<file path="config.mk">
export PLATFORM = sky130hd
export DESIGN_NAME = tx_descriptor_splitter
export DESIGN_NICKNAME = d
export VERILOG_FILES = /design/src/design/tds_pkg.sv /design/src/design/tds_frag_unit.sv /design/src/design/tx_descriptor_splitter.sv
export SDC_FILE = /design/constraint.sdc
export NUM_CORES = 1
export LEC_CHECK = 0
export ABC_AREA = 0
export BUFFER_PORTS_ARGS = -buffer_cell sky130_fd_sc_hd__buf_2
export CORE_MARGIN = 3
export CORE_UTILIZATION = 45
export CTS_CLUSTER_DIAMETER = 200
export CTS_CLUSTER_SIZE = 24
export DETAILED_ROUTE_END_ITERATION = 10
export GPL_TIMING_DRIVEN = 0
export MAX_ROUTING_LAYER = met4
export PLACE_DENSITY_LB_ADDON = 0.3
export REMOVE_ABC_BUFFERS = 1
export SLEW_MARGIN = 20
export SYNTH_ARGS = -nofsm -noshare
export SYNTH_HDL_FRONTEND = slang
export SYNTH_SLANG_ARGS = --single-unit
</file>
<file path="constraint.sdc">
create_clock -name clk -period 12.8 [get_ports clk]
set_clock_uncertainty 0.15 [all_clocks]
set_input_delay 0 -clock clk [delete_from_list [all_inputs] [get_ports clk]]
set_output_delay 0 -clock clk [all_outputs]
set_load 0.02 [all_outputs]
</file>
<file path="src/design/tds_pkg.sv">
// ---------------------------------------------------------------------------
// tds_pkg: shared types and constants of the transmit descriptor splitter
// Request and descriptor payload structs, boundary constants, fragment
// unit result struct.
// ---------------------------------------------------------------------------
package tds_pkg;

  // DMA boundary that no fragment may cross; must be a power of two
  localparam int SEG_BOUNDARY = 4096;
  localparam int BND_BITS     = $clog2(SEG_BOUNDARY);
  localparam logic [63:0] BND_MASK = 64'(SEG_BOUNDARY - 1);

  // Most descriptors one request may produce
  localparam int MAX_RESULTS = 18;
  localparam int CNT_W       = $clog2(MAX_RESULTS + 1);

  // Descriptor kinds
  localparam logic DESC_FRAG = 1'b0;
  localparam logic DESC_VLAN = 1'b1;

  typedef struct packed {
    logic        first_segment;
    logic        vlan_present;
    logic [15:0] tag_ctrl;
    logic [15:0] packet_length;
    logic [63:0] segment_address;
    logic [15:0] segment_length;
  } in_req_t;

  typedef struct packed {
    logic        desc_kind;
    logic [63:0] frag_address;
    logic [15:0] frag_length;
    logic        end_of_packet;
    logic [15:0] tag_value;
    logic        last_of_run;
  } out_desc_t;

  // Result of one fragment step
  typedef struct packed {
    logic [15:0] len;
    logic [63:0] next_addr;
    logic [15:0] seg_left;
    logic [15:0] remaining;
    logic        eop;
    logic        last;
  } frag_res_t;

endpackage

</file>
<file path="src/design/tds_frag_unit.sv">
// ---------------------------------------------------------------------------
// tds_frag_unit: one boundary-safe fragment cut
// Given the current address, bytes left in the segment and bytes left in
// the packet, compute the next fragment and the updated counters.
// ---------------------------------------------------------------------------
module tds_frag_unit (
  input  logic [63:0]         addr,
  input  logic [15:0]         seg_left,
  input  logic [15:0]         remaining,
  output tds_pkg::frag_res_t  res
);
  import tds_pkg::*;

  logic [16:0] room;
  logic [15:0] len;

  // bytes up to the next boundary, 1 .. SEG_BOUNDARY
  assign room = 17'(SEG_BOUNDARY) - 17'(addr[BND_BITS-1:0]);
  assign len  = ({1'b0, seg_left} < room) ? seg_left : room[15:0];

  always_comb begin
    res.len       = len;
    res.next_addr = (addr | BND_MASK) + 64'd1;
    res.seg_left  = seg_left - len;
    res.remaining = remaining - len;
    res.eop       = (remaining - len) == 16'd0;
    res.last      = (seg_left - len) == 16'd0;
  end

endmodule

</file>
<file path="src/design/tx_descriptor_splitter.sv">
// ---------------------------------------------------------------------------
// tx_descriptor_splitter: VLAN option and boundary-safe DMA descriptors
// Takes one buffer segment per request and emits an optional VLAN tag
// option descriptor followed by fragments that never cross SEG_BOUNDARY.
// ---------------------------------------------------------------------------
// Flow: an accepted request is latched into the working registers; each
// descriptor then goes to the output register in turn, waiting while it
// is held. Requests are taken only in idle, after the last descriptor;
// the single fragment unit cuts one fragment a cycle when the slot is free.
// Reset (rst_n low, synchronous): sequencer idle, output empty, remembered
// tag and remaining packet length cleared to zero.
module tx_descriptor_splitter (
  input  logic                clk,
  input  logic                rst_n,
  input  logic                in_valid,
  output logic                in_ready,
  input  tds_pkg::in_req_t    in_data,
  output logic                out_valid,
  input  logic                out_ready,
  output tds_pkg::out_desc_t  out_data
);
  import tds_pkg::*;

  typedef enum logic [1:0] {
    ST_IDLE,
    ST_VLAN,
    ST_FRAG
  } state_t;

  state_t          state_r, state_nxt;
  logic [63:0]     addr_r, addr_nxt;
  logic [15:0]     seg_left_r, seg_left_nxt;
  logic [15:0]     rem_r, rem_nxt;
  logic [15:0]     tag_r, tag_nxt;
  logic [CNT_W-1:0] cnt_r, cnt_nxt;
  logic            out_valid_r, out_valid_nxt;
  out_desc_t       out_data_r, out_data_nxt;

  frag_res_t       frag;
  logic            slot_free;
  logic            accept;
  logic [15:0]     pkt_tag;
  logic [15:0]     rem_start;
  logic [CNT_W-1:0] cnt_inc;

  // Single fragment unit, fed from the working registers each cycle
  tds_frag_unit u_frag (
    .addr      (addr_r),
    .seg_left  (seg_left_r),
    .remaining (rem_r),
    .res       (frag)
  );

  assign in_ready  = (state_r == ST_IDLE);
  assign accept    = in_valid && in_ready;
  // Output register can take a new descriptor when empty or being drained
  assign slot_free = !out_valid_r || out_ready;
  assign pkt_tag   = in_data.vlan_present ? in_data.tag_ctrl : 16'd0;
  assign rem_start = in_data.first_segment ? in_data.packet_length : rem_r;
  assign cnt_inc   = cnt_r + CNT_W'(1);

  assign out_valid = out_valid_r;
  assign out_data  = out_data_r;

  always_comb begin
    state_nxt     = state_r;
    addr_nxt      = addr_r;
    seg_left_nxt  = seg_left_r;
    rem_nxt       = rem_r;
    tag_nxt       = tag_r;
    cnt_nxt       = cnt_r;
    out_valid_nxt = out_valid_r;
    out_data_nxt  = out_data_r;

    // Drop the held descriptor once the consumer takes it
    if (out_valid_r && out_ready) begin
      out_valid_nxt = 1'b0;
    end

    case (state_r)
      ST_IDLE: begin
        if (accept) begin
          // Latch the segment and load the packet length on a first segment
          addr_nxt     = in_data.segment_address;
          seg_left_nxt = in_data.segment_length;
          rem_nxt      = rem_start;
          cnt_nxt      = '0;
          if (in_data.first_segment && (pkt_tag != tag_r)) begin
            tag_nxt   = pkt_tag;
            state_nxt = ST_VLAN;
          end else begin
            state_nxt = ST_FRAG;
          end
        end
      end
      ST_VLAN: begin
        // Announce the new tag ahead of the fragments
        if (slot_free) begin
          out_valid_nxt              = 1'b1;
          out_data_nxt.desc_kind     = DESC_VLAN;
          out_data_nxt.frag_address  = 64'd0;
          out_data_nxt.frag_length   = 16'd0;
          out_data_nxt.end_of_packet = 1'b0;
          out_data_nxt.tag_value     = tag_r;
          out_data_nxt.last_of_run   = 1'b0;
          cnt_nxt                    = cnt_inc;
          state_nxt                  = ST_FRAG;
        end
      end
      ST_FRAG: begin
        // Cut one fragment per cycle while the output slot is free; always at least one per segment
        if (slot_free) begin
          out_valid_nxt              = 1'b1;
          out_data_nxt.desc_kind     = DESC_FRAG;
          out_data_nxt.frag_address  = addr_r;
          out_data_nxt.frag_length   = frag.len;
          out_data_nxt.end_of_packet = frag.eop;
          out_data_nxt.tag_value     = 16'd0;
          out_data_nxt.last_of_run   = frag.last;
          addr_nxt                   = frag.next_addr;
          seg_left_nxt               = frag.seg_left;
          rem_nxt                    = frag.remaining;
          cnt_nxt                    = cnt_inc;
          // Stop at segment end or at the descriptor cap
          if (frag.last || (cnt_inc == CNT_W'(MAX_RESULTS))) begin
            state_nxt = ST_IDLE;
          end
        end
      end
      default: begin
        state_nxt = ST_IDLE;
      end
    endcase
  end

  always_ff @(posedge clk) begin
    if (!rst_n) begin
      state_r     <= ST_IDLE;
      out_valid_r <= 1'b0;
      tag_r       <= 16'd0;
      rem_r       <= 16'd0;
      cnt_r       <= '0;
    end else begin
      state_r     <= state_nxt;
      out_valid_r <= out_valid_nxt;
      tag_r       <= tag_nxt;
      rem_r       <= rem_nxt;
      cnt_r       <= cnt_nxt;
    end
    addr_r     <= addr_nxt;
    seg_left_r <= seg_left_nxt;
    out_data_r <= out_data_nxt;
  end

endmodule
</file>
# Word level (Yosys, flattened, before mapping)
# Cells that the tools add are included.
totals:
  register_bits: 219
  input_bits: 118
  out_inout_bits: 101
  word_cells: 75
classes:
  n_addsub: 5
  order_cmp: 1
  eq_ne: 10
  muxes: 27
  n_reduce_logical: 19
op_table:
  columns: ["op", "n"]
  rows:
  - ["two-way mux 99 bit", 2]
  - ["one-hot mux 99 bit (2 select lines)", 1]
  - ["two-way mux 64 bit", 2]
  - ["one-hot mux 64 bit (2 select lines)", 1]
  - ["two-way mux 16 bit", 7]
  - ["adder 64 x 1 -> 64 bit (second input constant)", 1]
  - ["one-hot mux 16 bit (2 select lines)", 2]
  - ["logical NOT 16 bit", 2]
  - ["subtractor 16 bit", 2]
  - ["less-than comparator 16 x 17 -> 1 bit", 1]
  - ["!= test 16 bit", 1]
  - ["subtractor 13 x 12 -> 14 bit (first input constant)", 1]
  - ["AND reduction 3 bit", 4]
  - ["two-way mux 2 bit", 5]
  - ["two-way mux 5 bit", 2]
  - ["one-hot mux 5 bit (2 select lines)", 1]
  - ["AND reduction 4 bit", 2]
  - ["!= test 2 x 1 -> 1 bit (second input constant)", 3]
  - ["!= test 2 bit (second input constant)", 3]
  - ["one-hot mux 2 bit (3 select lines)", 1]
  - ["nonzero test 2 bit", 3]
  - ["adder 5 x 1 -> 5 bit (second input constant)", 1]
  - ["equality test 5 bit (second input constant)", 1]
  - ["logical AND 1 bit", 3]
  - ["7 further kinds", 10]

# Logic depth before layout (Yosys ltp)
# Gate-level depths: netlist (run 1).
depth:
  ltp_word: 9
  mapped_depth: 26
  mapped_depth_nobuf: 25

# By module
# A second synthesis (run 1) with hierarchy kept.
hier_totals:
  hier_cells: 1136
  hier_area_um2: 12723.5
by_module_without_submodules:
  columns: ["mod", "instances", "cells_each", "area_each_um2"]
  rows:
  - ["tx_descriptor_splitter", 1, 649, 9339.0]
  - ["tds_frag_unit", 1, 487, 3384.5]

# Worst setup path before layout (run 1)
# No wires, ideal clock.
synth_timing:
  kind: "reg-to-reg"
  from: "register addr_r[0]"
  to: "register out_data_r (netlist bit out_data[17]), data pin"
  setup_ps: 190
  arrival_ps: 6032
  path_slack_ps: 6428
  path_stages_with_launch: 25
  n_path_buf: 1
  period_less_slack_ps: 6372
  path_cell_list: "edfxtp_1 inv_1 ha_1 nand2_1 or3_1 or2_2 nor4_1 xor2_1 ha_1 nand3_1 a21oi_1 a221o_1 a31oi_1 buf_2 mux2i_1 inv_1 fa_1 nor2b_4 o31a_4 o31ai_4 a21boi_1 or4_1 or4_1 or4_1 a2111oi_2"
synth_rtl:
  columns: ["element", "line", "source"]
  rows:
  - ["from (decl)", "tx_descriptor_splitter.sv:31", "logic [63:0] addr_r, addr_nxt;"]
  - ["from (signal assigned)", "tx_descriptor_splitter.sv:150", "addr_r <= addr_nxt;"]
  - ["to (signal assigned)", "tx_descriptor_splitter.sv:152", "out_data_r <= out_data_nxt;"]
  - ["to (decl)", "tx_descriptor_splitter.sv:37", "out_desc_t out_data_r, out_data_nxt;"]

==> results.py, run 1 <==
metrics = {
    "outcome": {
        "outcome": "finished clean",
    },
    "placement": {
        "numPortBuffers": 218,
        "pre_cts_slack_ps": 5482,
        "dp.cells": 1602,
        "place_area_um2": 13390,
        "gp_congestion": 0.8422,
        "hpwl_um": 20070,
    },
    "finish": {
        "layout_commonest_cell": "buf_2",
        "layout-drive-gt1-share_pct": 19.41,
        "final_cell_mix": "218 x buf_2, 179 x edfxtp_1, 165 x dlygate4sd3_1",
        "nNetsFinal": 1620,
        "design_area_um2": 15420,
        "nFillCells": 2102,
        "layout.cells.non_filler": 1788,
        "antenna_cells": 0,
        "syn2layout_area_growth_pct": 30.81,
        "utilization_pct": 60.54,
    },
    "clock_network": {
        "clock-sinks": 219,
        "clock_path_buffers": 3,
        "numCtsBuffers": 13,
        "cts_tree": "yes",
        "postCtsSetupBuffers": 0,
        "htree_levels": 1,
        "clk_pin_slew_ps": 100,
        "clk_latency_ps": 480,
        "clockRootBuffer": "clkbuf_16",
    },
    "routing": {
        "ant_nets": 0,
        "wl_met1_um": 12980,
        "avgViaCountPerCell": 5.309,
        "vias": 9492,
        "drc_errors": 0,
        "dr_wl_met3_um": 1575,
        "wl_met2_um": 14460,
        "wl_per_cell_um": 16.54,
        "dr.pass1.iters": 5,
        "dr.first_iter.drc_count": 673,
        "top_layer_used": "met4",
        "wl_um": 29570,
    },
    "synth": {
        "yosysWarnings": 0,
        "synth_top_family_by_area": "simple AND/OR/NAND/NOR gates",
        "synth_compound_area_share_pct": 11.98,
        "synth.mux.area_fraction_pct": 5.838,
        "netlist_instances": 1085,
        "netlist_area_um2": 11790,
        "synth_adder_area_share_pct": 5.435,
        "synthXorXnorAreaFrac_pct": 4.384,
        "async_reset_ff_share_pct": 0,
        "avgSynthCellArea_um2": 10.86,
        "ys.flop_type": "edfxtp_1",
        "seq_area_frac_synth_pct": 52.39,
        "ys_ff_latch": 219,
        "yosysUniqueCellTypes": 68,
        "synth-simple-area-share_pct": 17.59,
        "synth_edf_count": 179,
    },
    "global_routing": {
        "grt_overflow": 0,
        "grt_util_all_layers_pct": 20.95,
        "grt_pass1_vias": 9501,
        "antenna_found_initial": 0,
        "grt_max_degree": 76,
        "grt_pass1_wl_um": 47820,
    },
    "pwr": {
        "power_frac_comb_pct": 54.6,
        "swShare_pct": 43.14,
        "power.density_nw_per_um2": 273.7,
        "pwr-share-clk_pct": 10.3,
        "seq_power_share_pct": 35.0,
        "leakagePower_nw": 6.372,
        "power_mw": 4.221,
        "max-vdd-ir-drop_mv": 0.1668,
        "p_sw_mw": 1.821,
        "cellInternalPower_mw": 2.400,
    },
    "sta": {
        "max_freq_mhz": 130.0,
        "setup_violations": 0,
        "worst_slack_ps": 5105,
        "fin_crit_sh_pct": 60.11,
        "worst_pin_slew_ps": 837.9,
        "period_needed_ps": 7695,
        "hold_viol_final": 0,
        "whs_ps": 59.80,
        "max_slew_margin_pct": 43.96,
        "final.setup.tns_ps": 0,
        "rsz0062_at_grt": "no",
        "finalMaxSlewViolations": 0,
    },
    "floorplanning": {
        "num_rows": 58,
        "coreArea_um2": 25470,
        "ios": 219,
        "die_w_um": 167.8,
        "die_area_um2": 28170,
        "initial_utilization_pct": 46.28,
        "dieHeight_um": 167.8,
    },
    "worst_setup_path": {
        "critical_path_class": "flop to flop",
        "rr_endpoint": "state_r[0]",
        "reg2reg_slack_ps": 5110,
        "cp-end-kind": "flop",
        "startpoint_type": "flop",
        "slowest_stage": "a31oi_2",
        "cp_num_buf_inv": 3,
        "path_max_fanout": 13,
        "worstPathRequired_ps": 13080,
        "slowest_delay_ps": 710,
        "arrival_ps": 7970,
        "crit_family": "compound AO/OA/AOI/OAI gates",
        "r2r_cells": 26,
        "reg2reg_from": "addr_r[0]",
        "crit_top_cell": "ha_1",
    },
    "hold_path": {
        "hold_path_end": "state_r[1]",
        "min_path_type": "input port to flop",
        "min_path_cells": 5,
        "worst_hold_startpoint": "in_valid",
    },
    "flow_run": {
        "cap_violations": 0,
    },
}
==> final cells by class <==
cell class	count	area (um2)	share of cell area [%]
Clock buffer	20	351.6	2.280
Clock inverter	1	30.03	0.1947
Inverter	29	110.1	0.7141
Multi-Input combinational cell	797	5384	34.92
Sequential cell	219	6176	40.05
Tap cell	330	412.9	2.678
Timing Repair Buffer	392	2955	19.17
==> flip-flops by register name, summed over array words and instances, names as in the netlist <==
register / count
seg_left_r: 16
rem_r: 16
state_r: 2
out_valid: 1
cnt_r: 5
out_data: 99
tag_r: 16
addr_r: 64
==> routing by layer <==
metal	global-route usage, %	vias up
li1	-	4681
met1	27.05	4521
met2	35.73	245
met3	2.677	45
met4	4.482	0
met5	-	-
==> cells in the mapped netlist (all sizes together) (3+ instances only) <==
master | instances | share of area (%)
o31ai | 3 | 0.31
nor4 | 6 | 0.32
o21ai | 44 | 1.9
xor2 | 30 | 2.2
o31a | 4 | 0.37
a31o | 3 | 0.22
nand4 | 8 | 0.42
mux2 | 22 | 2.1
mux2i | 44 | 3.7
or4 | 7 | 0.45
o211ai | 3 | 0.19
o211a | 9 | 0.76
nand3b | 9 | 0.57
nand2 | 75 | 2.4
o22ai | 5 | 0.27
nand3 | 47 | 2.0
xnor2 | 29 | 2.2
nor3 | 10 | 0.42
and3 | 23 | 1.2
edfxtp | 179 | 46
a21o | 7 | 0.45
a21oi | 79 | 3.4
inv | 28 | 0.89
a221oi | 4 | 0.30
a31oi | 11 | 0.58
o21a | 7 | 0.45
and2 | 70 | 3.7
clkbuf | 38 | 1.2
a21boi | 20 | 1.3
nor2 | 80 | 2.5
or3 | 4 | 0.21
a211oi | 3 | 0.19
ha | 48 | 5.1
nor2b | 43 | 2.3
buf | 5 | 0.17
nand2b | 5 | 0.27
dfxtp | 40 | 6.8
a22oi | 6 | 0.38
==> power by group through the flow <==
stage	Combinational (mW)	Clock [mW]	Sequential (mW)
after global routing	2.55	0.479	1.52
after CTS	2.31	0.455	1.48
after floorplan	1.34	0	1.71
after detailed placement	2.23	0	1.49
after global placement	2.10	0	1.56
final	2.31	0.437	1.48
==> cell families (layout without fill, tap and decap cells) <==
logic type	Yosys count	in the layout
flops	219	219
compound gates	220	220
mux	66	66
fa+ha+maj	50	50
other cells	2	5
simple gates	397	397
xor+xnor	59	59
buf+inv	72	442
==> how the worst max path moves through the flow <==
stage | start | endpoint | slack [ps] | cells after the start
after floorplan | state_r[0] | rem_r[15] | 3950 | 7
after global placement | state_r[0] | rem_r[15] | -3690 | 7
after detailed placement | addr_r[0] | out_data[17] | 5480 | 23
after CTS | addr_r[0] | state_r[0] | 5060 | 26
after global routing | addr_r[0] | state_r[0] | 4480 | 26
final | addr_r[0] | state_r[0] | 5110 | 26
==> worst register-to-register path, delay by kind of cell, from the launching register on <==
family                     cells  cell delay, ps
AOI/OAI and AO/OA              9            2650
and+or+nand+nor                7            1770
adders and majority gates      4            1100
buffers and inverters          3             760
DFF                            1             420
muxes                          1             420
xor gates and xnor gates       2             380
==> repair_timing <==
action | 4_1_cts | 5_1_grt
hold buffers | 165 | 0
endpoints found under the hold margin | 120 | 0
gates resized for setup | 0 | 0
Note: power is estimated with default switching activity, not from simulation.
==> run 2: changes to the inputs <==
--- a/config.mk
+++ b/config.mk
@@ -5,7 +5,7 @@
 export SDC_FILE = /design/constraint.sdc
 export NUM_CORES = 1
 export LEC_CHECK = 0
-export ABC_AREA = 0
+export ABC_AREA = 1
 export BUFFER_PORTS_ARGS = -buffer_cell sky130_fd_sc_hd__buf_2
 export CORE_MARGIN = 3
 export CORE_UTILIZATION = 45
==> constraint.sdc (replaced) <==
create_clock -name clk -period 7.4 [get_ports clk]
set_clock_uncertainty 0.15 [all_clocks]
set_input_delay 0 -clock clk [delete_from_list [all_inputs] [get_ports clk]]
set_output_delay 0 -clock clk [all_outputs]
set_load 0.02 [all_outputs]
==> results.py, run 2 <==
metrics = {
    "clock_network": {
        "clk_latency_ps": 490,
        "clock_path_buffers": 3,
        "numCtsBuffers": 13,
        "cts_tree": "yes",
        "postCtsSetupBuffers": 0,
        "clock-sinks": 219,
        "htree_levels": 1,
        "post_cts_resized": 0,
        "clockRootBuffer": "clkbuf_16",
        "clk_pin_slew_ps": 110,
    },
    "worst_setup_path": {
        "arrival_ps": 6850,
        "worstPathRequired_ps": 7650,
        "cp-end-kind": "flop",
        "reg2reg_slack_ps": 800,
        "crit_top_cell": "nand2_1",
        "reg2reg_from": "addr_r[0]",
        "r2r_cells": 28,
        "path_max_fanout": 24,
        "startpoint_type": "flop",
        "rr_endpoint": "state_r[0]",
        "slowest_stage": "o21ai_0",
        "slowest_delay_ps": 990,
        "critical_path_class": "flop to flop",
    },
    "routing": {
        "vias": 11385,
        "dr.pass1.iters": 6,
        "ant_nets": 0,
        "wl_per_cell_um": 15.36,
        "dr.first_iter.drc_count": 979,
        "wl_um": 34700,
        "drc_errors": 0,
        "avgViaCountPerCell": 5.040,
    },
    "global_routing": {
        "grt_util_all_layers_pct": 23.30,
        "grt_pass1_vias": 11405,
        "antenna_found_initial": 2,
        "grt_max_degree": 69,
        "grt_pass1_wl_um": 56870,
        "grt_overflow": 0,
    },
    "finish": {
        "utilization_pct": 60.16,
        "design_area_um2": 16440,
        "layout.cells.non_filler": 2259,
        "largest_reg_flops": 99,
        "layout_commonest_cell": "nand2_1",
        "syn2layout_area_growth_pct": 29.70,
        "layout-drive-gt1-share_pct": 15.50,
        "nNetsFinal": 2045,
        "final_cell_mix": "353 x nand2_1, 230 x inv_1, 218 x buf_2",
    },
    "sta": {
        "worst_pin_slew_ps": 1056,
        "whs_ps": 174.9,
        "fin_crit_sh_pct": 89.19,
        "final.setup.tns_ps": 0,
        "worst_slack_ps": 799.6,
        "max_slew_margin_pct": 28.88,
        "max_freq_mhz": 151.5,
        "period_needed_ps": 6600,
        "finalMaxSlewViolations": 0,
        "setup_violations": 0,
        "hold_viol_final": 0,
        "rsz0062_at_grt": "no",
    },
    "floorplanning": {
        "initial_utilization_pct": 46.38,
        "coreArea_um2": 27330,
        "ios": 219,
        "num_rows": 60,
        "die_w_um": 173.8,
        "die_area_um2": 30220,
        "dieHeight_um": 173.8,
    },
    "synth": {
        "ys.flop_type": "edfxtp_1",
        "ys_ff_latch": 219,
        "post-synth-top-count-cell": "nand2_1",
        "avgSynthCellArea_um2": 8.427,
        "yosysUniqueCellTypes": 55,
        "synth_edf_count": 179,
        "async_reset_ff_share_pct": 0,
        "synth.top_cell.area_share_pct": 42.41,
        "synthTopCellsByArea": "edfxtp_1 42%, nand2_1 10%, inv_1 6.8%",
        "seq_area_frac_synth_pct": 48.73,
        "netlist_area_um2": 12670,
        "yosysWarnings": 0,
        "synth.cells.most_frequent": "353 x nand2_1, 230 x inv_1, 179 x edfxtp_1",
        "synth_top_area_cell": "edfxtp_1",
        "netlist_instances": 1504,
    },
    "pwr": {
        "leakagePower_nw": 7.715,
        "max-vdd-ir-drop_mv": 0.2666,
        "power.density_nw_per_um2": 492.6,
        "power_mw": 8.099,
    },
    "hold_path": {
        "min_path_cells": 4,
        "worst_hold_startpoint": "in_data[9]",
        "min_path_type": "input port to flop",
        "hold_path_end": "seg_left_r[9]",
    },
    "placement": {
        "pre_cts_slack_ps": 1409,
        "numPortBuffers": 218,
        "hpwl_um": 24070,
        "place_area_um2": 14390,
        "dp.cells": 2069,
        "gp_congestion": 0.9154,
    },
    "flow_run": {
        "cap_violations": 0,
    },
    "outcome": {
        "outcome": "finished clean",
    },
}
## run 2: changes by cell type after synthesis, moves of 23 or more
cell     previous run  this run
and2_1             70         1
nor2b_1            42         0
nand4_1             8        31
and3_1             23         0
inv_1              28       230
nor2_1             80       157
nand2_1            75       353
a21oi_1            78       114
## run 2: logic make-up after synthesis
group,Yosys count,synth area share [%]
simple gates,677,23.56
buf+inv,274,8.440
flops,219,48.73
compound gates,214,9.171
fa+ha+maj,50,5.054
xor+xnor,40,2.764
mux,28,2.221
other cells,2,0.05925
## run 2: layout make-up
type | instances | area, um2
antenna | 3 | 7.507
clock buffer | 20 | 351.6
clock inverter | 2 | 38.79
fill | 2337 | 10890
inverter | 234 | 883.3
multi-input combinational | 1014 | 5475
sequential | 219 | 6176
tap | 372 | 465.4
timing repair buffer | 395 | 3042
## run 2: timing repair
action,in CTS,in global routing
endpoints found under the setup margin,0,0
hold buffers,165,0
endpoints found under the hold margin,120,0
## run 2: report_power, final
group	internal, mW	switching [mW]	total (mW)
Clock	0.343	0.432	0.775
Combinational	1.61	3.06	4.67
Sequential	2.25	0.398	2.65
## run 2: critical path, delay by kind of cell (launching register included)
kind,cells,cell delay (ps)
and+or+nand+nor,17,2390
AOI/OAI and AO/OA,3,1460
adders and majority gates,3,860
buffers and inverters,3,730
DFF,1,480
xor gates and xnor gates,2,480
## run 2: how the worst max path moves through the flow
stage | from | endpoint | slack (ps) | depth (start not counted)
after global placement | state_r[0] | rem_r[15] | -13430 | 9
after CTS | addr_r[0] | state_r[0] | 880 | 28
final | addr_r[0] | state_r[0] | 800 | 28
after detailed placement | addr_r[0] | state_r[1] | 1410 | 27
after global routing | addr_r[0] | state_r[0] | 180 | 28
after floorplan | state_r[0] | rem_r[15] | -4360 | 9
## run 2: routing by layer
metal / vias to the layer above / part of all wire (%) / GRT usage [%]
met3: 45 / 5.3 / 2.606
li1: 5713 / - / -
met2: 325 / 47 / 38.47
met1: 5302 / 45 / 31.12
met4: 0 / 2.2 / 5.228
met5: - / 0 / -
==> run 3: changes to the inputs <==
--- a/config.mk
+++ b/config.mk
@@ -5,7 +5,7 @@
 export SDC_FILE = /design/constraint.sdc
 export NUM_CORES = 1
 export LEC_CHECK = 0
-export ABC_AREA = 1
+export ABC_AREA = 0
 export BUFFER_PORTS_ARGS = -buffer_cell sky130_fd_sc_hd__buf_2
 export CORE_MARGIN = 3
 export CORE_UTILIZATION = 45
==> results.py, run 3 (synthesis results as in run 1) <==
metrics = {
    "global_routing": {
        "grt_overflow": 0,
        "grt_pass1_vias": 9508,
        "grt_util_all_layers_pct": 20.98,
        "antenna_found_initial": 0,
        "grt_max_degree": 76,
        "grt_pass1_wl_um": 47890,
    },
    "floorplanning": {
        "coreArea_um2": 25470,
        "die_area_um2": 28170,
        "dieHeight_um": 167.8,
        "num_rows": 58,
        "initial_utilization_pct": 46.28,
        "die_w_um": 167.8,
        "ios": 219,
    },
    "worst_setup_path": {
        "reg2reg_slack_ps": 460,
        "path_max_fanout": 13,
        "cp-end-kind": "flop",
        "startpoint_type": "flop",
        "worstPathRequired_ps": 7530,
        "critical_path_class": "flop to flop",
        "arrival_ps": 7070,
    },
    "pwr": {
        "leakagePower_nw": 6.373,
        "power_mw": 7.324,
        "max-vdd-ir-drop_mv": 0.2900,
        "power.density_nw_per_um2": 474.4,
    },
    "sta": {
        "whs_ps": 202.8,
        "fin_crit_sh_pct": 93.79,
        "max_slew_margin_pct": 49.62,
        "worst_pin_slew_ps": 755.8,
        "hold_viol_final": 0,
        "finalMaxSlewViolations": 0,
        "setup_violations": 0,
        "period_needed_ps": 6940,
        "max_freq_mhz": 144.1,
        "rsz0062_at_grt": "no",
    },
    "clock_network": {
        "clk_latency_ps": 480,
        "numCtsBuffers": 13,
        "htree_levels": 1,
        "cts_tree": "yes",
        "clockRootBuffer": "clkbuf_16",
        "clk_pin_slew_ps": 100,
        "clock_path_buffers": 3,
        "clock-sinks": 219,
    },
    "finish": {
        "syn2layout_area_growth_pct": 30.97,
        "final_cell_mix": "218 x buf_2, 179 x edfxtp_1, 165 x dlygate4sd3_1",
        "layout.cells.non_filler": 1788,
        "largest_reg_flops": 99,
        "layout-drive-gt1-share_pct": 19.55,
        "antenna_cells": 0,
        "layout_commonest_cell": "buf_2",
        "design_area_um2": 15440,
        "nNetsFinal": 1620,
    },
    "routing": {
        "ant_nets": 0,
        "drc_errors": 0,
        "dr.pass1.iters": 5,
        "wl_per_cell_um": 16.56,
        "vias": 9456,
        "avgViaCountPerCell": 5.289,
        "dr.first_iter.drc_count": 666,
        "wl_um": 29600,
    },
    "hold_path": {
        "min_path_type": "input port to flop",
    },
    "placement": {
        "place_area_um2": 13390,
        "gp_congestion": 0.8422,
        "numPortBuffers": 218,
        "hpwl_um": 20070,
        "dp.cells": 1602,
    },
    "outcome": {
        "outcome": "finished clean",
    },
    "flow_run": {
        "cap_violations": 0,
    },
}
## run 3: stage by stage
stage	worst slack, ps	utilization (%)	setup TNS [ps]
2_1_floorplan	-1449	-	-86700
3_3_place_gp	-9094	51.58	-1061730
3_5_place_dp	81.75	52.55	0
4_1_cts	40.28	60.53	0
5_1_grt	15.65	60.61	0
6_report	459.7	60.61	0
## run 3: area by class of cell
class                      count  area (um2)
multi-input combinational    797        5403
inverter                      29       110.1
timing repair buffer         392        2955
clock buffer                  20       351.6
clock inverter                 1       30.03
tap                          330       412.9
sequential                   219        6176
fill                        2104       10030
## run 3: timing repair
item	4_1_cts	5_1_grt
resized for setup	0	3
endpoints found under the setup margin	0	9
hold endpoints to repair	120	0
hold buffers	165	0
setup buffers	0	0
## run 3: worst paths after layout
path	startpoint	cells after the start	end
worst max register to register	addr_r[0]	23	out_data[17]
worst min register to register	state_r[0]	2	state_r[0]
worst min-delay path	in_data[0]	4	seg_left_r[0]
worst max-delay path	addr_r[0]	23	out_data[17]
## run 3: per-layer routing
layer	vias up	part of all wire [%]	GRT usage (%)
li1	4682	-	-
met1	4467	44	27.09
met2	260	49	35.77
met3	47	5.4	2.677
met4	0	1.9	4.482
met5	-	0	-
## run 3: where the power goes
group          internal (mW)  switching (mW)  total (mW)
logic                   1.61            2.40        4.01
clock network          0.340           0.418       0.758
registers               2.21           0.347        2.56
## run 3: critical path: stages, from the launching register on
cell,delay [ps]
edfxtp_1,420
inv_1,140
ha_1,190
nand2_1,100
or3_1,340
or2_2,330
nor4_1,230
xor2_1,240
ha_1,280
nand3_1,90
a21oi_1,50
a221o_1,360
a31oi_4,450
mux2i_2,470
inv_1,110
fa_1,470
nor2b_4,150
o31a_4,150
o31ai_4,70
a21boi_1,160
or4_1,540
or4_1,420
or4_1,460
a2111oi_2,350
